[config.mk]
export PLATFORM = sky130hd
export DESIGN_NAME = inplace_patch_header_check
export DESIGN_NICKNAME = d
export VERILOG_FILES = /design/src/hdl/iphc_pkg.sv /design/src/hdl/iphc_decode.sv /design/src/hdl/inplace_patch_header_check.sv
export SDC_FILE = /design/constraint.sdc
export NUM_CORES = 1
export LEC_CHECK = 0
export BUFFER_PORTS_ARGS = -buffer_cell sky130_fd_sc_hd__buf_4
export CAP_MARGIN = 20
export CORE_UTILIZATION = 35
export CTS_BUF_LIST = sky130_fd_sc_hd__clkbuf_8
export DETAILED_ROUTE_END_ITERATION = 12
export HOLD_SLACK_MARGIN = 0.05
export PLACE_DENSITY = 0.59
export SYNTH_ARGS = -nofsm -noshare
export SYNTH_HDL_FRONTEND = slang
export SYNTH_SLANG_ARGS = --single-unit
[constraint.sdc]
create_clock -name i_clk -period 12 [get_ports i_clk]
set_clock_uncertainty 0.2 [all_clocks]
set_input_delay 1.2 -clock i_clk [delete_from_list [all_inputs] [get_ports i_clk]]
set_output_delay 1.2 -clock i_clk [all_outputs]
set_load 0.01 [all_outputs]
[src/hdl/iphc_pkg.sv]
// Shared types and constants for the in-place patch header check.
// Used by iphc_decode and by the top level inplace_patch_header_check.
`default_nettype none
package iphc_pkg;

    localparam int unsigned DEFAULT_PAGE_BYTES = 4096;
    localparam int unsigned CFG_INDEX_W        = 8;

    localparam logic [CFG_INDEX_W-1:0] CFG_PAYLOAD_LENGTH      = 8'd0;
    localparam logic [CFG_INDEX_W-1:0] CFG_BASE_BODY_LENGTH    = 8'd1;
    localparam logic [CFG_INDEX_W-1:0] CFG_EXPECTED_IMAGE_SIZE = 8'd2;
    localparam logic [CFG_INDEX_W-1:0] CFG_SCRATCH_BYTES       = 8'd3;

    localparam logic [7:0]  PATCH_TYPE_MASK = 8'h07;
    localparam logic [2:0]  PATCH_TYPE      = 3'd1;
    localparam logic [7:0]  FIRST_VALUE_MASK = 8'h3F;
    localparam logic [7:0]  NEXT_VALUE_MASK  = 8'h7F;
    localparam logic [7:0]  MORE_FLAG        = 8'h80;
    localparam logic [31:0] SIGNED_MAX       = 32'h7FFF_FFFF;
    localparam logic [31:0] TRAILER_BYTES    = 32'd56;

    typedef enum logic [3:0] {
        ST_OK        = 4'd0,
        ST_SHORT     = 4'd1,
        ST_WRONG     = 4'd2,
        ST_TRUNC     = 4'd3,
        ST_OVERFLOW  = 4'd4,
        ST_RANGE     = 4'd5,
        ST_GEOMETRY  = 4'd6,
        ST_FROM      = 4'd7,
        ST_TO        = 4'd8
    } t_status;

    typedef struct packed {
        logic [31:0] payload_length;
        logic [31:0] base_body_length;
        logic [31:0] expected_image_size;
        logic [31:0] scratch_bytes;
    } t_cfg;

    typedef struct packed {
        t_status     status;
        logic [30:0] memory_size;
        logic [30:0] target_size;
    } t_verdict;

endpackage
`default_nettype wire

[src/hdl/iphc_decode.sv]
// Header state and per-byte decode of the patch header: varints and verdict.
// Depends on iphc_pkg for the configuration and verdict types.
`default_nettype none
module iphc_decode
    import iphc_pkg::*;
#(
    parameter int unsigned PAGE_BYTES = DEFAULT_PAGE_BYTES
) (
    input  wire logic       i_clk,
    input  wire logic       i_rst_n,
    input  wire logic       i_step,
    input  wire logic [7:0] i_patch_byte,
    input  wire logic       i_first_byte,
    input  wire t_cfg       i_cfg,
    output logic            o_emit,
    output t_verdict        o_verdict
);

    localparam int unsigned PAGE_L  = $clog2(PAGE_BYTES);
    localparam int unsigned RECIP_S = 32 + PAGE_L;
    localparam logic [32:0] RECIP   =
        33'(((64'd1 << RECIP_S) + 64'(PAGE_BYTES) - 64'd1) / 64'(PAGE_BYTES));
    localparam logic [31:0] PAGE_W  = 32'(PAGE_BYTES);

    logic [2:0]  r_field, n_field;
    logic [31:0] r_count, n_count;
    logic [31:0] r_acc, n_acc;
    logic [5:0]  r_pos, n_pos;
    logic [31:0] r_mem, n_mem;
    logic [31:0] r_seg, n_seg;
    logic [31:0] r_shift, n_shift;
    logic [31:0] r_from, n_from;
    logic        r_verdict, n_verdict;
    logic [31:0] r_quot;

    logic [64:0] quot_prod;
    logic [48:0] back_prod;
    logic [38:0] wide;
    logic [31:0] acc_v;
    logic [5:0]  pos_v;
    logic        ovf;
    logic [32:0] from_sum;
    logic        bad_geom;
    logic        bad_from;
    logic        bad_to;
    t_status     status;

    // The shift quotient by the page size is registered from the
    // stored shift; two more bytes always arrive before it is needed.
    assign quot_prod = 65'(r_shift) * 65'(RECIP);
    assign back_prod = 49'(r_quot) * 49'(PAGE_BYTES);

    assign wide = 39'(i_patch_byte & NEXT_VALUE_MASK) << r_pos[4:0];

    always_comb begin
        if (r_pos == 6'd0) begin
            acc_v = 32'(i_patch_byte & FIRST_VALUE_MASK);
            pos_v = 6'd6;
            ovf   = 1'b0;
        end else begin
            acc_v = r_acc | wide[31:0];
            pos_v = r_pos + 6'd7;
            ovf   = r_pos[5] || (wide[38:32] != 7'd0);
        end
    end

    assign from_sum = 33'(i_cfg.base_body_length) + 33'(TRAILER_BYTES);
    assign bad_geom = (r_mem == 32'd0) || (r_mem > i_cfg.scratch_bytes) ||
                      (r_seg != PAGE_W) || (r_shift > r_mem) ||
                      (back_prod[31:0] != r_shift) ||
                      (r_from > (r_mem - r_shift)) || (acc_v > r_mem);
    assign bad_from = from_sum[32] || (r_from != from_sum[31:0]);
    assign bad_to   = (acc_v != i_cfg.expected_image_size) ||
                      (acc_v > i_cfg.scratch_bytes);

    always_comb begin
        n_field   = r_field;
        n_count   = r_count;
        n_acc     = r_acc;
        n_pos     = r_pos;
        n_mem     = r_mem;
        n_seg     = r_seg;
        n_shift   = r_shift;
        n_from    = r_from;
        n_verdict = r_verdict;
        o_emit    = 1'b0;
        status    = ST_OK;
        if (i_first_byte) begin
            n_field   = 3'd0;
            n_acc     = 32'd0;
            n_pos     = 6'd0;
            n_mem     = 32'd0;
            n_seg     = 32'd0;
            n_shift   = 32'd0;
            n_from    = 32'd0;
            n_verdict = 1'b0;
            n_count   = 32'd1;
            if (i_cfg.payload_length < 32'd2) begin
                o_emit = 1'b1;
                status = ST_SHORT;
            end else if ((i_patch_byte[6:4] & PATCH_TYPE_MASK[2:0]) != PATCH_TYPE) begin
                o_emit = 1'b1;
                status = ST_WRONG;
            end
        end else if (!r_verdict) begin
            if (r_count >= i_cfg.payload_length) begin
                o_emit = 1'b1;
                status = ST_TRUNC;
            end else begin
                n_count = r_count + 32'd1;
                if (ovf) begin
                    o_emit = 1'b1;
                    status = ST_OVERFLOW;
                end else begin
                    n_acc = acc_v;
                    n_pos = pos_v;
                    if ((i_patch_byte & MORE_FLAG) == 8'd0) begin
                        if (acc_v > SIGNED_MAX) begin
                            o_emit = 1'b1;
                            status = ST_RANGE;
                        end else begin
                            n_acc   = 32'd0;
                            n_pos   = 6'd0;
                            n_field = r_field + 3'd1;
                            case (r_field)
                                3'd0: n_mem   = acc_v;
                                3'd1: n_seg   = acc_v;
                                3'd2: n_shift = acc_v;
                                3'd3: n_from  = acc_v;
                                default: begin
                                    o_emit = 1'b1;
                                    if (bad_geom) begin
                                        status = ST_GEOMETRY;
                                    end else if (bad_from) begin
                                        status = ST_FROM;
                                    end else if (bad_to) begin
                                        status = ST_TO;
                                    end else begin
                                        status = ST_OK;
                                    end
                                end
                            endcase
                        end
                    end
                end
            end
        end
        if (o_emit) begin
            n_verdict = 1'b1;
        end
    end

    always_comb begin
        o_verdict.status = status;
        if (status == ST_OK) begin
            o_verdict.memory_size = r_mem[30:0];
            o_verdict.target_size = acc_v[30:0];
        end else begin
            o_verdict.memory_size = 31'd0;
            o_verdict.target_size = 31'd0;
        end
    end

    always_ff @(posedge i_clk) begin
        r_quot <= 32'(quot_prod >> RECIP_S);
        if (!i_rst_n) begin
            r_field   <= 3'd0;
            r_count   <= 32'd0;
            r_acc     <= 32'd0;
            r_pos     <= 6'd0;
            r_mem     <= 32'd0;
            r_seg     <= 32'd0;
            r_shift   <= 32'd0;
            r_from    <= 32'd0;
            r_verdict <= 1'b1;
        end else if (i_step) begin
            r_field   <= n_field;
            r_count   <= n_count;
            r_acc     <= n_acc;
            r_pos     <= n_pos;
            r_mem     <= n_mem;
            r_seg     <= n_seg;
            r_shift   <= n_shift;
            r_from    <= n_from;
            r_verdict <= n_verdict;
        end
    end

endmodule
`default_nettype wire

[src/hdl/inplace_patch_header_check.sv]
// In-place patch header check, top level.
// Patch bytes enter on the input channel, one item per byte; i_first_byte
// marks byte 0 and restarts the check at any time. A byte accepted while
// no header is in progress is dropped without a result.
// Each header gives at most one verdict item: status, memory size and
// target size, the sizes being zero unless the status is ok.
// One byte is accepted per cycle while o_in_stall is low. A byte passes an
// input register, then the decode logic, and its verdict, if any, is
// registered in the output register when the byte steps the decode.
// The input side has a one-item skid register, so o_in_stall is registered
// and rises only after a byte was taken into the skid register while the
// output was stalled; while i_out_stall holds a valid verdict, later bytes wait.
// Configuration registers are written through i_cfg_valid/o_cfg_ready,
// which is always ready; the user must make writes only while no header is
// in progress, the block itself does not enforce this. Unknown register indexes are ignored.
// After reset all configuration registers hold zero, no header is in progress and both
// channels are empty.
`default_nettype none
module inplace_patch_header_check
    import iphc_pkg::*;
#(
    parameter int unsigned PAGE_BYTES = DEFAULT_PAGE_BYTES
) (
    input  wire logic                   i_clk,
    input  wire logic                   i_rst_n,
    input  wire logic                   i_in_valid,
    output logic                        o_in_stall,
    input  wire logic [7:0]             i_patch_byte,
    input  wire logic                   i_first_byte,
    output logic                        o_out_valid,
    input  wire logic                   i_out_stall,
    output logic [3:0]                  o_status,
    output logic [30:0]                 o_memory_size,
    output logic [30:0]                 o_target_size,
    input  wire logic                   i_cfg_valid,
    output logic                        o_cfg_ready,
    input  wire logic [CFG_INDEX_W-1:0] i_cfg_index,
    input  wire logic [31:0]            i_cfg_data
);

    t_cfg       r_cfg;
    logic       r_skid_valid;
    logic [7:0] r_skid_byte;
    logic       r_skid_first;
    logic       r_a_valid;
    logic [7:0] r_a_byte;
    logic       r_a_first;
    logic       r_out_valid;
    t_verdict   r_out;

    logic       accept;
    logic       advance;
    logic       a_free;
    logic       emit;
    t_verdict   verdict;

    assign o_in_stall  = r_skid_valid;
    assign o_cfg_ready = 1'b1;
    assign accept      = i_in_valid && !r_skid_valid;
    assign advance     = r_a_valid && (!r_out_valid || !i_out_stall);
    assign a_free      = !r_a_valid || advance;

    iphc_decode #(
        .PAGE_BYTES(PAGE_BYTES)
    ) u_decode (
        .i_clk        (i_clk),
        .i_rst_n      (i_rst_n),
        .i_step       (advance),
        .i_patch_byte (r_a_byte),
        .i_first_byte (r_a_first),
        .i_cfg        (r_cfg),
        .o_emit       (emit),
        .o_verdict    (verdict)
    );

    always_ff @(posedge i_clk) begin
        if (!i_rst_n) begin
            r_cfg        <= '0;
            r_skid_valid <= 1'b0;
            r_a_valid    <= 1'b0;
            r_out_valid  <= 1'b0;
        end else begin
            if (i_cfg_valid) begin
                case (i_cfg_index)
                    CFG_PAYLOAD_LENGTH:      r_cfg.payload_length      <= i_cfg_data;
                    CFG_BASE_BODY_LENGTH:    r_cfg.base_body_length    <= i_cfg_data;
                    CFG_EXPECTED_IMAGE_SIZE: r_cfg.expected_image_size <= i_cfg_data;
                    CFG_SCRATCH_BYTES:       r_cfg.scratch_bytes       <= i_cfg_data;
                    default: ;
                endcase
            end
            if (a_free) begin
                if (r_skid_valid) begin
                    r_a_valid    <= 1'b1;
                    r_a_byte     <= r_skid_byte;
                    r_a_first    <= r_skid_first;
                    r_skid_valid <= 1'b0;
                end else begin
                    r_a_valid <= accept;
                    r_a_byte  <= i_patch_byte;
                    r_a_first <= i_first_byte;
                end
            end else if (accept) begin
                r_skid_valid <= 1'b1;
                r_skid_byte  <= i_patch_byte;
                r_skid_first <= i_first_byte;
            end
            if (advance && emit) begin
                r_out_valid <= 1'b1;
                r_out       <= verdict;
            end else if (!i_out_stall) begin
                r_out_valid <= 1'b0;
            end
        end
    end

    assign o_out_valid   = r_out_valid;
    assign o_status      = r_out.status;
    assign o_memory_size = r_out.memory_size;
    assign o_target_size = r_out.target_size;

endmodule
`default_nettype wire
==> metrics.cfg <==
[pwr]
sw_frac_of_total_pct=26.7
p_leak_nw=11.0
internal_power_mw=2.33
clkPwrFrac_pct=43.3
seq_power_share_pct=47.6
p_comb_share_pct=9.1
switching_power_mw=0.852
power_density_nw_per_um2=111
irDropWorstVdd_mv=0.0607

[clock_tree]
clock_latency_ns=0.69
cts_buffers=75
cts_sinks=437
cts_tree=yes
root_buffer=clkbuf_8
htree_levels=3
clk_path_buf_depth=3
post_cts_buffers=0
cts_hold_buf=0
clk_pin_slew_ns=0.07
cts_resized=0

[timing]
fin_crit_ns=7.05
max_freq_ghz=0.142
fin_crit_sh_pct=58.8
worst_slew_pin_slew_ns=1.04
relSlewSlack_pct=30.4
drv_slew=0
setup_slack_ns=4.95
setup_viol=0
rsz0062_at_grt=no
fin_tns_setup_ns=0
hold_viol_final=0

[synthesis]
synth_area_leaders=dfxtp_1 (28%), edfxtp_1 (9.9%), ha_1 (9.9%)
synth_seq_cells=437
async_reset_ff_share_pct=0
yosysSeqAreaShare_pct=37.7
synth_enable_flop_cells=84
synth_cells=3031
ys.flop_type=dfxtp_1
yosysTopAreaCellShare_pct=27.8
synth_nets=3287
ys_warn_count=0
syn_area_per_cell_um2=8.40
synth_area_um2=25400
ys_types=92
synth_top_area_cell=dfxtp_1

[place]
dp_cells=3981
dp_hpwl_mm=68.8
placed_area_um2=27200
gp_congestion=0.984
port_buffers=121
dp_slack_ns=5.06

[worst_setup_path]
cp-start-kind=flop
critPathRequiredTime_ns=12.34
critPathTopFamily=compound AO/OA/AOI/OAI gates
slowest_stage=a2111oi_0
crit_chain=inv_1, ha_1, nor2b_1, o31a_1, o21ai_0, a211oi_1, nor2_1, o21ai_0, a41oi_1, a21oi_1, a41oi_1, xor2_1, ha_1, nand4_1, nor3_1, a221o_1, o21ai_0, nand2_1, a2111oi_0, nand4_1, a211o_1, nor4b_4, buf_4, and3_1
worst-path-buf-inv=2
worstSetupEndpointType=flop
cp.arrival_ns=7.40
worst_path_most_repeated_cell=o21ai_0
critPathMaxFanout=62
cp_slowest_stage_delay_ns=0.63
crit_type=reg2reg

[drt]
wire_per_inst_um=22.6
drtPass1Iterations=6
drcViolationCount=0
num_vias=23100
wl_mm=93.1
vias_per_cell=5.60
drt_iter0_markers=2398
postRouteAntennaNets=0

[grt]
grtUsageTotal_pct=24.9
grt_pass1_wl_mm=138
antenna_found_initial=2
grt_max_degree=164
grt_overflow=0
first_global_vias=21600

[flow_run]
maxCapViolCount=0

[finish]
stdcell_count=4116
layout.nets=3367
postLayoutCellArea_um2=28800
area_growth_pct=13.1
drive_gt1_share_pct=10.4

[floorplanning]
core.rowCount=98
die_height_um=272
num_io_pins=123
die_area_um2=73800
core-area_um2=71700
fp.dieW_um=272
start_util_pct=35.5

[worst_hold_path]
hp-class=reg2reg

[status]
status=finished, final reports clean

[cells by family (layout without fill, tap and decap cells)]
family          count (synthesis)  count (layout)  synth area share, %
mux                            32              32                 1.58
simple gates                 1176            1176                 23.2
buf+inv                       351             483                 5.46
other cells                     1               4               0.0147
xor+xnor                      112             112                 3.86
compound gates                720             720                 18.3
flops                         437             437                 37.7
fa+ha+maj                     202             202                 9.96
[layout make-up]
class | count | area (um2)
antenna | 3 | 7.51
fill | 7391 | 43000
sequential | 437 | 9590
inverter | 188 | 706
tap | 950 | 1190
clock inverter | 41 | 269
clock buffer | 88 | 1210
timing repair buffer | 166 | 1310
multi-input combinational | 2243 | 14500
[worst paths after layout]
| path | slack, ns | startpoint | endpoint | cells past startpoint |
|---|---|---|---|---|
| worst max-delay path | 4.95 | u_decode.r_shift[1] | o_memory_size[26] | 24 |
| worst min-delay path | 0.19 | u_decode.r_shift[28] | u_decode.r_quot[16] | 0 |
| worst max register to register | 4.95 | u_decode.r_shift[1] | o_memory_size[26] | 24 |
| worst min register to register | 0.19 | u_decode.r_shift[28] | u_decode.r_quot[16] | 0 |
[routing by layer]
metal | routed length [um] | vias to the layer above | GRT usage [%]
li1 | - | 11100 | -
met1 | 41200 | 10900 | 33.8
met2 | 40800 | 855 | 38.5
met3 | 7920 | 169 | 5.90
met4 | 3240 | 2 | 8.65
met5 | 12 | - | 0
[sequential cells by signal, indices dropped and copies added (netlist names), 4 cells and up]
signal,cells
r_cfg,128
u_decode.r_acc,32
u_decode.r_count,32
u_decode.r_from,32
u_decode.r_mem,32
u_decode.r_seg,32
u_decode.r_shift,32
o_memory_size,31
o_target_size,31
u_decode.r_quot,20
r_a_byte,8
r_skid_byte,8
u_decode.r_pos,6
o_status,4
[cells in the mapped netlist (16+ instances only)]
cell type	number
nand2_1	434
mux2_2	16
and3_1	83
buf_1	17
and2_1	16
edfxtp_1	84
a211oi_1	22
a21o_1	41
nand2b_1	24
o21ai_0	230
ha_1	201
inv_1	186
nand3_1	172
a21oi_1	132
dfxtp_1	353
clkbuf_1	125
nor2b_1	27
nor4_1	68
nand4_1	94
a21boi_0	133
nor2_1	122
xor2_1	44
xnor2_1	68
nor3_1	38
[placed cells by master (no fill, tap or decap), types with 16 or more instances in the layout]
master	n
a211oi_1	22
a21boi_0	133
a21o_1	41
a21oi_1	132
and3_1	83
buf_4	161
clkbuf_8	88
dfxtp_1	353
edfxtp_1	84
ha_1	201
inv_1	207
mux2_2	16
nand2_1	434
nand2b_1	24
nand3_1	172
nand4_1	94
nor2_1	118
nor2b_1	25
nor3_1	38
nor4_1	68
o21ai_0	230
xnor2_1	68
xor2_1	44
[per-stage QoR]
| step | utilization (%) | hold slack [ns] | total power, mW |
|---|---|---|---|
| after global placement | 37.9 | 0.182 | 1.83 |
| after CTS | 40.0 | 0.190 | 3.21 |
| final | 40.1 | 0.189 | 3.19 |
| after global routing | 40.1 | 0.202 | 3.30 |
| after floorplan | - | 0.171 | 1.71 |
| after detailed placement | 38.0 | 0.184 | 1.83 |
[power by group through the flow]
stage	Combinational, mW	Clock (mW)	Sequential, mW
2_1_floorplan	0.172	0	1.54
6_report	0.289	1.38	1.52
3_3_place_gp	0.282	0	1.55
4_1_cts	0.283	1.41	1.52
3_5_place_dp	0.282	0	1.55
5_1_grt	0.311	1.47	1.52
Power figures use the tool's default switching activity.
